$ cat src/rtl/core/xs256_pkg.sv
`default_nettype none

package xs256_pkg;

	// splitmix64 constants
	localparam logic [63:0] GOLDEN_GAMMA = 64'h9E37_79B9_7F4A_7C15;
	localparam logic [63:0] MIX_MUL_A    = 64'hBF58_476D_1CE4_E5B9;
	localparam logic [63:0] MIX_MUL_B    = 64'h94D0_49BB_1331_11EB;

	// shift and rotate amounts
	localparam int unsigned MIX_SHIFT_0 = 30;
	localparam int unsigned MIX_SHIFT_1 = 27;
	localparam int unsigned MIX_SHIFT_2 = 31;
	localparam int unsigned OUT_ROT     = 23;
	localparam int unsigned XS_SHIFT    = 17;
	localparam int unsigned XS_ROT      = 45;
	localparam int unsigned FRAC_SHIFT  = 11;

	localparam int unsigned WORD_W = 64;
	localparam int unsigned FRAC_W = 53;

	// request kinds on tuser
	localparam logic OP_SEED = 1'b0;
	localparam logic OP_DRAW = 1'b1;

	typedef enum logic [2:0] {
		ST_IDLE,
		ST_GAMMA,
		ST_MUL0,
		ST_MUL1,
		ST_MUL2,
		ST_MIX,
		ST_DRAW
	} xs256_state_t;

endpackage

`default_nettype wire

$ cat src/rtl/core/xoshiro256pp_random_generator.sv
`default_nettype none

// Channel   Dir  tdata                                         tuser
// s_axis    in   [63:0] seed_value                             [0] operation (0 seed, 1 draw)
// m_axis    out  [63:0] random_word, [116:64] uniform_fraction -
//
// A draw registers s0 + s3 as the request is taken, then does the output add and state update.
// A seed takes the request, then runs four splitmix64 rounds, each two 64-bit multiplies
// done as three 32x32 partial products on one shared multiplier, plus gamma and mix steps.
// Reset clears the state words, so draws before any seed give zero.
// A draw waits in its last cycle while a finished result is not yet taken.
module xoshiro256pp_random_generator (
	input  wire logic         clk,
	input  wire logic         arst_n,
	input  wire logic         s_axis_tvalid,
	output logic              s_axis_tready,
	input  wire logic [63:0]  s_axis_tdata,   // [63:0] seed_value
	input  wire logic         s_axis_tuser,   // [0] operation
	output logic              m_axis_tvalid,
	input  wire logic         m_axis_tready,
	output logic [119:0]      m_axis_tdata    // [63:0] random_word, [116:64] uniform_fraction
);
	import xs256_pkg::*;

	xs256_state_t state_q, state_nxt;

	logic [63:0] s_q [4];
	logic [63:0] acc_q;
	logic [63:0] z_q;
	logic [63:0] prod_q;
	logic [63:0] sum_q;
	logic [1:0]  idx_q;
	logic        pass_q;
	logic        out_valid_q;
	logic [63:0] out_word_q;

	logic        in_fire;
	logic        out_free;
	logic        draw_fire;
	logic [63:0] mul_const;
	logic [31:0] mul_a, mul_b;
	logic [63:0] mul_p;
	logic [63:0] acc_next;
	logic [63:0] word;
	logic [63:0] t_shift;
	logic [63:0] ns2, ns3, ns1, ns0;

	assign in_fire  = s_axis_tvalid && s_axis_tready;
	assign out_free = !out_valid_q || m_axis_tready;

	// next state
	always_comb begin
		state_nxt = state_q;
		case (state_q)
			ST_IDLE: begin
				if (in_fire) begin
					state_nxt = (s_axis_tuser == OP_DRAW) ? ST_DRAW : ST_GAMMA;
				end
			end
			ST_GAMMA: state_nxt = ST_MUL0;
			ST_MUL0:  state_nxt = ST_MUL1;
			ST_MUL1:  state_nxt = ST_MUL2;
			ST_MUL2:  state_nxt = ST_MIX;
			ST_MIX: begin
				if (!pass_q) begin
					state_nxt = ST_MUL0;
				end else if (idx_q == 2'd3) begin
					state_nxt = ST_IDLE;
				end else begin
					state_nxt = ST_GAMMA;
				end
			end
			ST_DRAW: begin
				if (out_free) begin
					state_nxt = ST_IDLE;
				end
			end
			default: state_nxt = ST_IDLE;
		endcase
	end

	// control outputs and multiplier operand select
	always_comb begin
		s_axis_tready = 1'b0;
		draw_fire     = 1'b0;
		mul_a         = z_q[31:0];
		mul_b         = mul_const[31:0];
		case (state_q)
			ST_IDLE: s_axis_tready = 1'b1;
			ST_MUL1: mul_b = mul_const[63:32];
			ST_MUL2: mul_a = z_q[63:32];
			ST_DRAW: draw_fire = out_free;
			default: ;
		endcase
	end

	// shared 32x32 multiplier
	assign mul_const = pass_q ? MIX_MUL_B : MIX_MUL_A;
	assign mul_p     = {32'd0, mul_a} * {32'd0, mul_b};
	assign acc_next  = acc_q + GOLDEN_GAMMA;

	// xoshiro256++ output and transition
	assign word    = {sum_q[63-OUT_ROT:0], sum_q[63:64-OUT_ROT]} + s_q[0];
	assign t_shift = s_q[1] << XS_SHIFT;
	assign ns2     = s_q[2] ^ s_q[0];
	assign ns3     = s_q[3] ^ s_q[1];
	assign ns1     = s_q[1] ^ ns2;
	assign ns0     = s_q[0] ^ ns3;

	// control registers
	always_ff @(posedge clk or negedge arst_n) begin
		if (!arst_n) begin
			state_q     <= ST_IDLE;
			idx_q       <= 2'd0;
			pass_q      <= 1'b0;
			out_valid_q <= 1'b0;
			for (int i = 0; i < 4; i++) begin
				s_q[i] <= '0;
			end
		end else begin
			state_q <= state_nxt;
			if (draw_fire) begin
				out_valid_q <= 1'b1;
			end else if (m_axis_tready) begin
				out_valid_q <= 1'b0;
			end
			if (in_fire && s_axis_tuser == OP_SEED) begin
				idx_q  <= 2'd0;
				pass_q <= 1'b0;
			end
			if (state_q == ST_MIX) begin
				pass_q <= !pass_q;
				if (pass_q) begin
					s_q[idx_q] <= prod_q ^ (prod_q >> MIX_SHIFT_2);
					idx_q      <= idx_q + 2'd1;
				end
			end
			if (draw_fire) begin
				s_q[0] <= ns0;
				s_q[1] <= ns1;
				s_q[2] <= ns2 ^ t_shift;
				s_q[3] <= {ns3[63-XS_ROT:0], ns3[63:64-XS_ROT]};
			end
		end
	end

	// datapath registers
	always_ff @(posedge clk) begin
		if (in_fire) begin
			acc_q <= s_axis_tdata;
			sum_q <= s_q[0] + s_q[3];
		end
		case (state_q)
			ST_GAMMA: begin
				acc_q <= acc_next;
				z_q   <= acc_next ^ (acc_next >> MIX_SHIFT_0);
			end
			ST_MUL0: prod_q <= mul_p;
			ST_MUL1: prod_q[63:32] <= prod_q[63:32] + mul_p[31:0];
			ST_MUL2: prod_q[63:32] <= prod_q[63:32] + mul_p[31:0];
			ST_MIX: begin
				if (!pass_q) begin
					z_q <= prod_q ^ (prod_q >> MIX_SHIFT_1);
				end
			end
			default: ;
		endcase
		if (draw_fire) begin
			out_word_q <= word;
		end
	end

	assign m_axis_tvalid = out_valid_q;
	assign m_axis_tdata  = {3'd0, out_word_q[WORD_W-1:FRAC_SHIFT], out_word_q};

	// checks
	a_seed_no_result: assert property (@(posedge clk) disable iff (!arst_n)
		(in_fire && s_axis_tuser == OP_SEED) |=> !$rose(m_axis_tvalid))
		else $error("seed request produced a result");

	a_result_from_draw: assert property (@(posedge clk) disable iff (!arst_n)
		$rose(m_axis_tvalid) |-> $past(state_q) == ST_DRAW)
		else $error("result appeared outside a draw");

	a_idx_from_mix: assert property (@(posedge clk) disable iff (!arst_n)
		!$stable(idx_q) |-> ($past(state_q) == ST_MIX || $past(in_fire)))
		else $error("word index moved outside mix step");

	a_seed_ends_at_last: assert property (@(posedge clk) disable iff (!arst_n)
		(state_q == ST_MIX && pass_q && idx_q != 2'd3) |=> state_q == ST_GAMMA)
		else $error("seed sequence ended early");

endmodule

`default_nettype wire

$ cat config.mk
export PLATFORM = sky130hd
export DESIGN_NAME = xoshiro256pp_random_generator
export DESIGN_NICKNAME = d
export VERILOG_FILES = /design/src/rtl/core/xs256_pkg.sv /design/src/rtl/core/xoshiro256pp_random_generator.sv
export SDC_FILE = /design/constraint.sdc
export NUM_CORES = 2
export LEC_CHECK = 0
export BUFFER_PORTS_ARGS = -buffer_cell sky130_fd_sc_hd__buf_2
export CAP_MARGIN = 20
export CORE_ASPECT_RATIO = 1.5
export CORE_MARGIN = 2
export CORE_UTILIZATION = 55
export CTS_CLUSTER_DIAMETER = 60
export DETAILED_ROUTE_END_ITERATION = 6
export GPL_ROUTABILITY_DRIVEN = 1
export PLACE_DENSITY = 0.84
export SLEW_MARGIN = 20
export SYNTH_ARGS = -nofsm -noshare
export SYNTH_HDL_FRONTEND = slang
export SYNTH_SLANG_ARGS = --single-unit
export TNS_END_PERCENT = 50
$ cat constraint.sdc
create_clock -name clk -period 11.3 [get_ports clk]
set_input_delay 0 -clock clk [delete_from_list [all_inputs] [get_ports clk]]
set_output_delay 0 -clock clk [all_outputs]
set_load 0.02 [all_outputs]
==> Yosys cells after proc, flatten, opt, wreduce, memory -nomap -nowiden <==
Cells that the tools add are included.
{ "totals": {"ff_bits": 583, "inputBits": 69, "out_inout_bits": 122, "word_cells": 89} }
{ "classes": {"addsub": 5, "n_mul": 1, "n_lt_le_gt_ge": 2, "n_eq_ne": 10, "muxes": 29, "bitwise": 10, "n_reduce_logical": 18} }
{ "ops": {"columns": ["operator", "count"], "rows": [
  ["2-to-1 mux 256 bit", 3],
  ["bitwise XOR 64 bit", 5],
  ["bitwise mux 256 bit", 1],
  ["2-to-1 mux 64 bit", 4],
  ["adder 64 bit", 2],
  ["demux 64 bit (select 2 bit)", 1],
  ["one-hot mux 64 bit (2 select lines)", 1],
  ["adder 64 bit, second input constant", 1],
  ["multiplier 32 x 32 -> 64 bit", 1],
  ["2-to-1 mux 32 bit", 2],
  ["one-hot mux 32 bit (2 select lines)", 1],
  ["bitwise XOR 64 x 33 -> 64 bit", 1],
  ["bitwise XOR 64 x 34 -> 64 bit", 1],
  ["bitwise XOR 64 x 37 -> 64 bit", 1],
  ["2-to-1 mux 62 bit", 1],
  ["adder 32 bit", 1],
  ["one-hot mux 3 bit (7 select lines)", 1],
  ["nonzero test 2 bit", 7],
  ["equality test 3 bit, second input constant", 3],
  ["2-to-1 mux 3 bit", 3],
  ["2-to-1 mux 2 bit", 4],
  ["2-to-1 mux 1 bit", 7],
  ["equality test 3 x 2 -> 1 bit, second input constant", 2],
  ["inequality test 2 bit, second input constant", 3],
  ["other kinds (13)", 18]
]} }

==> Logic depth before layout (Yosys ltp) <==
{ "depth": {"word_depth": 9, "mapped_depth": 43} }

==> Least setup slack after synthesis <==
Ideal clock, no wire load.
{ "synth_path": {"path_type": "flip-flop to flip-flop", "start": "reg state_q[1]", "end": "reg prod_q[62], data pin", "arrival_time_ns": 9.614, "required_ns": 11.038, "slack_ns": 1.424, "stages_incl_launch_ff": 40, "path_cell_list": "dfrtp_1 > clkbuf_1 > nand2b_1 > or2_2 > inv_1 > clkbuf_1 > ha_1 > clkbuf_1 > clkbuf_1 > nand2_1 > fa_1 > inv_1 > fa_1 > inv_1 > fa_1 > fa_1 > inv_1 > fa_1 > (+4 left out) > inv_1 > fa_1 > inv_1 > ha_1 > nand2_1 > or3_1 > a31oi_2 > nor2_1 > xnor2_1 > ha_1 > a21o_1 > a21oi_1 > o21ai_0 > o21bai_1 > o41a_1 > or3_1 > a21oi_1 > o21ai_0"} }
{ "synth_via": {"elab_chain_len": 5, "word_cells_on_any_way": 9, "cone_classes": "add/sub: 1; mul: 1; eq/ne: 3; mux: 3; reduce/logical: 1"} }
{ "synth_lines": {"columns": ["element", "line", "source"], "rows": [
  ["from (decl)", "xoshiro256pp_random_generator.sv:25", "xs256_state_t state_q, state_nxt;"],
  ["from (signal assigned)", "xoshiro256pp_random_generator.sv:121", "state_q <= state_nxt;"],
  ["equality test 3 bit / equality test 3 x 2 -> 1 bit (equally long branches)", "xoshiro256pp_random_generator.sv:88", "case (state_q)"],
  ["2-to-1 mux 32 bit", "xoshiro256pp_random_generator.sv:88", null],
  ["multiplier 32 x 32 -> 64 bit (*)", "xoshiro256pp_random_generator.sv:99", "assign mul_p = {32'd0, mul_a} * {32'd0, mul_b};"],
  ["net mul_p[21]", "xoshiro256pp_random_generator.sv:42", "logic [63:0] mul_p;"],
  ["adder 32 bit (*)", "xoshiro256pp_random_generator.sv:159, xoshiro256pp_random_generator.sv:160", null],
  ["one-hot mux 32 bit (2 select lines) (*)", "xoshiro256pp_random_generator.sv:153", "case (state_q)"],
  ["to (signal assigned)", "xoshiro256pp_random_generator.sv:158", "ST_MUL0: prod_q <= mul_p;"],
  ["to (signal assigned)", "xoshiro256pp_random_generator.sv:159", "ST_MUL1: prod_q[63:32] <= prod_q[63:32] + mul_p[31:0];"],
  ["to (signal assigned)", "xoshiro256pp_random_generator.sv:160", "ST_MUL2: prod_q[63:32] <= prod_q[63:32] + mul_p[31:0];"],
  ["to (decl)", "xoshiro256pp_random_generator.sv:30", "logic [63:0] prod_q;"]
]} }
Mark *: on every way through the listed nets, which the timed path passes. The rest lies on a longest branch.
A chain may end at the register's enable or synchronous reset.

==> Worst setup path in the final report <==
{ "layout_path": {"start": "reg state_q[0]", "end": "reg prod_q[46], data pin"} }
{ "layout_via": {"elab_chain_len": 5, "word_cells_on_any_way": 9, "cone_classes": "add/sub: 1; mul: 1; eq/ne: 3; mux: 3; reduce/logical: 1"} }
{ "layout_lines": {"columns": ["element", "line"], "rows": [
  ["equality test 3 bit / equality test 3 x 2 -> 1 bit (equally long branches)", "xoshiro256pp_random_generator.sv:88, xoshiro256pp_random_generator.sv:153"],
  ["2-to-1 mux 32 bit", "xoshiro256pp_random_generator.sv:88"],
  ["multiplier 32 x 32 -> 64 bit", "xoshiro256pp_random_generator.sv:99"],
  ["adder 32 bit", "xoshiro256pp_random_generator.sv:159, xoshiro256pp_random_generator.sv:160"],
  ["one-hot mux 32 bit (2 select lines) (*)", "xoshiro256pp_random_generator.sv:153"]
]} }
Mark *: on every way between the ends. The rest lies on a longest branch, timed or not.

==> out/qor.yml <==
outcome:
  outcome: "finished, violations left"
  violations: "negative hold slack"
timing:
  timing.final.crit_share_pct: 97.1
  rsz0062_at_grt: "false"
  final_max_slew_viol_count: 0
  slew-limit-headroom_pct: 13.9
  worst_clock_skew_ns: 0.0225
  hold_viol_final: 29
  fmax_mhz: 91.2
  setup_tns_ns: 0
  hold_ws_ns: -0.0362
  post-route-min-period_ns: 10.97
  worst_slew_pin_slew_ns: 1.29
  setup_viol_count_final: 0
synthesis:
  yosys-top-cells-count: "993 x inv_1, 819 x fa_1, 606 x nor2_1"
  synth-edff-count: 320
  ys_types: 98
  synth_cells: 6918
  ys_top_cells_by_area: "fa_1 25%, edfxtp_1 14%, dfrtp_1 9.9%, ha_1 9.5%, inv_1 5.6%"
  yosysTopAreaCellShare_pct: 24.6
  synth_top_cell_by_area: "fa_1"
  yosys_warnings: 0
  syn_area_sq_um: 66700
  ys_seq_area_share_pct: 24.3
  synthArstFlopShare_pct: 45.1
  syn_avg_cell_area_sq_um: 9.64
  synth-seq-cells: 583
  synthFlopType: "edfxtp_1"
  yosysMostFrequentCell: "inv_1"
critical_path:
  crit_top_cell: "fa_1"
  critPathRequiredTime_ns: 11.69
  end_kind: "register"
  arrival_ns: 11.36
  slowest_stage: "xor2_1"
  rr_worst_depth: 30
  worst-path-max-fanout: 22
  max_stage_delay_ns: 0.90
  start_kind: "register"
  crit_type: "reg2reg"
cts:
  postCtsSetupRepairBufs: 0
  cts_max_level: 2
  path_clk_slew_ns: 0.07
  clockBufferDepth: 3
  clk_latency_ns: 0.67
  cts.sinks: 583
  cts_made_buffers: 50
  cts_root_buf: "clkbuf_16"
  cts_tree: "built"
route:
  wl_per_cell_um: 31.5
  vias: 54300
  first_pass_iters: 6
  antenna_left: 0
  wl_um: 272000
  drc: 0
  drt-initial-drc-count: 5179
  vias_per_cell: 6.28
flow_run:
  cap_violations: 0
floorplan:
  die_w_um: 288
  pin_count: 191
  coreArea_sq_um: 120000
  start_util_pct: 55.4
  die_h_um: 430
  die_area_sq_um: 124000
  rows: 156
layout:
  fillers: 10400
  fin_cells: 8646
  drive_gt1_share_pct: 8.18
  final_nets: 8407
  area_growth_pct: 7.38
place:
  dp_hpwl_um: 223000
  dpl.cell_count: 8468
  globalplace.congestion: 1.08
  port-buffer-count: 187
grt:
  grt_max_degree: 166
  grt_overflow: 0
  grt_pass1_vias: 56800
  grtUsageTotal_pct: 44.5
  antenna_found_initial: 21
  grt_pass1_wl_um: 391000
min_path:
  hp-class: "in2async"
==> kinds of logic after synthesis <==
group,Yosys count,share of synthesized area (%)
fa+ha+maj,1325,34.1
buf+inv,1349,8.06
mux,98,1.50
other cells,1,0.00562
simple gates,1742,12.1
compound gates,1270,12.8
xor+xnor,550,7.24
flops,583,24.3
==> per-layer routing <==
layer	share of wire [%]	wire length [um]	vias to the layer above	global-route usage [%]
met5	0.017	46	-	0
met4	14	39400	6	49.5
met3	7.4	20100	1367	10.8
met1	29	79700	26900	41.6
met2	49	133000	3011	75.0
li1	-	-	23100	-
==> through the flow <==
step | util [%] | setup slack (ns) | area [sq um]
after floorplan | - | 1.42 | 66700
after global placement | 57.4 | 0.767 | 69100
after detailed placement | 57.4 | 0.629 | 69100
after CTS | 59.3 | 0.622 | 71400
after global routing | 59.4 | 0.0417 | 71600
final | 59.5 | 0.330 | 71600
==> sequential cells by signal, indices dropped and copies added, names as in the netlist <==
name           count
s_q              256
idx_q              2
pass_q             1
prod_q            64
out_word_q        64
z_q               64
state_q            3
sum_q             64
acc_q             64
m_axis_tvalid      1
==> final cells by class <==
class                           count  area [sq um]  area share, %
Clock inverter                     15           108          0.150
Sequential cell                   583         16200           22.6
Clock buffer                       75          1450           2.03
Antenna cell                       15          37.5         0.0524
Inverter                          998          3750           5.24
Multi-Input combinational cell   4988         45400           63.4
Tap cell                         1580          1980           2.76
Timing Repair Buffer              392          2700           3.77
==> layout by cell type, fill, tap and decap left out, types with 45 or more instances in the layout <==
| cell type | netlist | routed |
|---|---|---|
| o21ai_0 | 260 | 259 |
| xor2_1 | 241 | 234 |
| inv_1 | 993 | 992 |
| nor2b_1 | 85 | 85 |
| dlygate4sd3_1 | 0 | 68 |
| nand2_1 | 436 | 430 |
| fa_1 | 819 | 819 |
| nor2_1 | 606 | 604 |
| dfrtp_1 | 263 | 263 |
| nor3_1 | 140 | 139 |
| buf_4 | 59 | 131 |
| nand4_1 | 45 | 45 |
| ha_1 | 506 | 504 |
| mux2i_1 | 81 | 70 |
| and2_1 | 51 | 51 |
| nand3_1 | 130 | 130 |
| a21o_1 | 113 | 113 |
| o21bai_1 | 135 | 135 |
| a21oi_1 | 299 | 296 |
| edfxtp_1 | 320 | 320 |
| o211ai_1 | 52 | 52 |
| xnor2_1 | 308 | 300 |
| nand2b_1 | 90 | 90 |
| a211oi_1 | 126 | 125 |
| clkbuf_16 | 0 | 52 |
| or2_2 | 47 | 47 |
| buf_2 | 5 | 186 |
==> final timing paths <==
check                           endpoint  slack (ns)          start
max                           prod_q[46]        0.33     state_q[0]
min                             s_q[204]       -0.04         arst_n
max reg2reg                   prod_q[46]        0.33     state_q[0]
min reg2reg                     s_q[191]        0.52       s_q[191]
max in group asynchronous       s_q[218]        9.79         arst_n
min in group clk           m_axis_tvalid        0.06  m_axis_tready
==> repair_timing <==
action,in CTS,in global routing
endpoints found under the setup margin,0,2
gates resized for setup,0,1
hold buffers,68,0
hold endpoints to repair,168,0
==> worst max-delay path, delay by kind of cell, from the launching register on <==
kind            cells  cell delay (ns)
fa+ha+maj          10             4.97
simple gates        6             2.14
buf+inv             9             1.35
xor+xnor            1             0.90
compound gates      4             0.65
flops               1             0.61
Power is left out: the tool's default activity adds up to more than one toggle a clock period on the data nets, which glitch-free logic cannot reach.
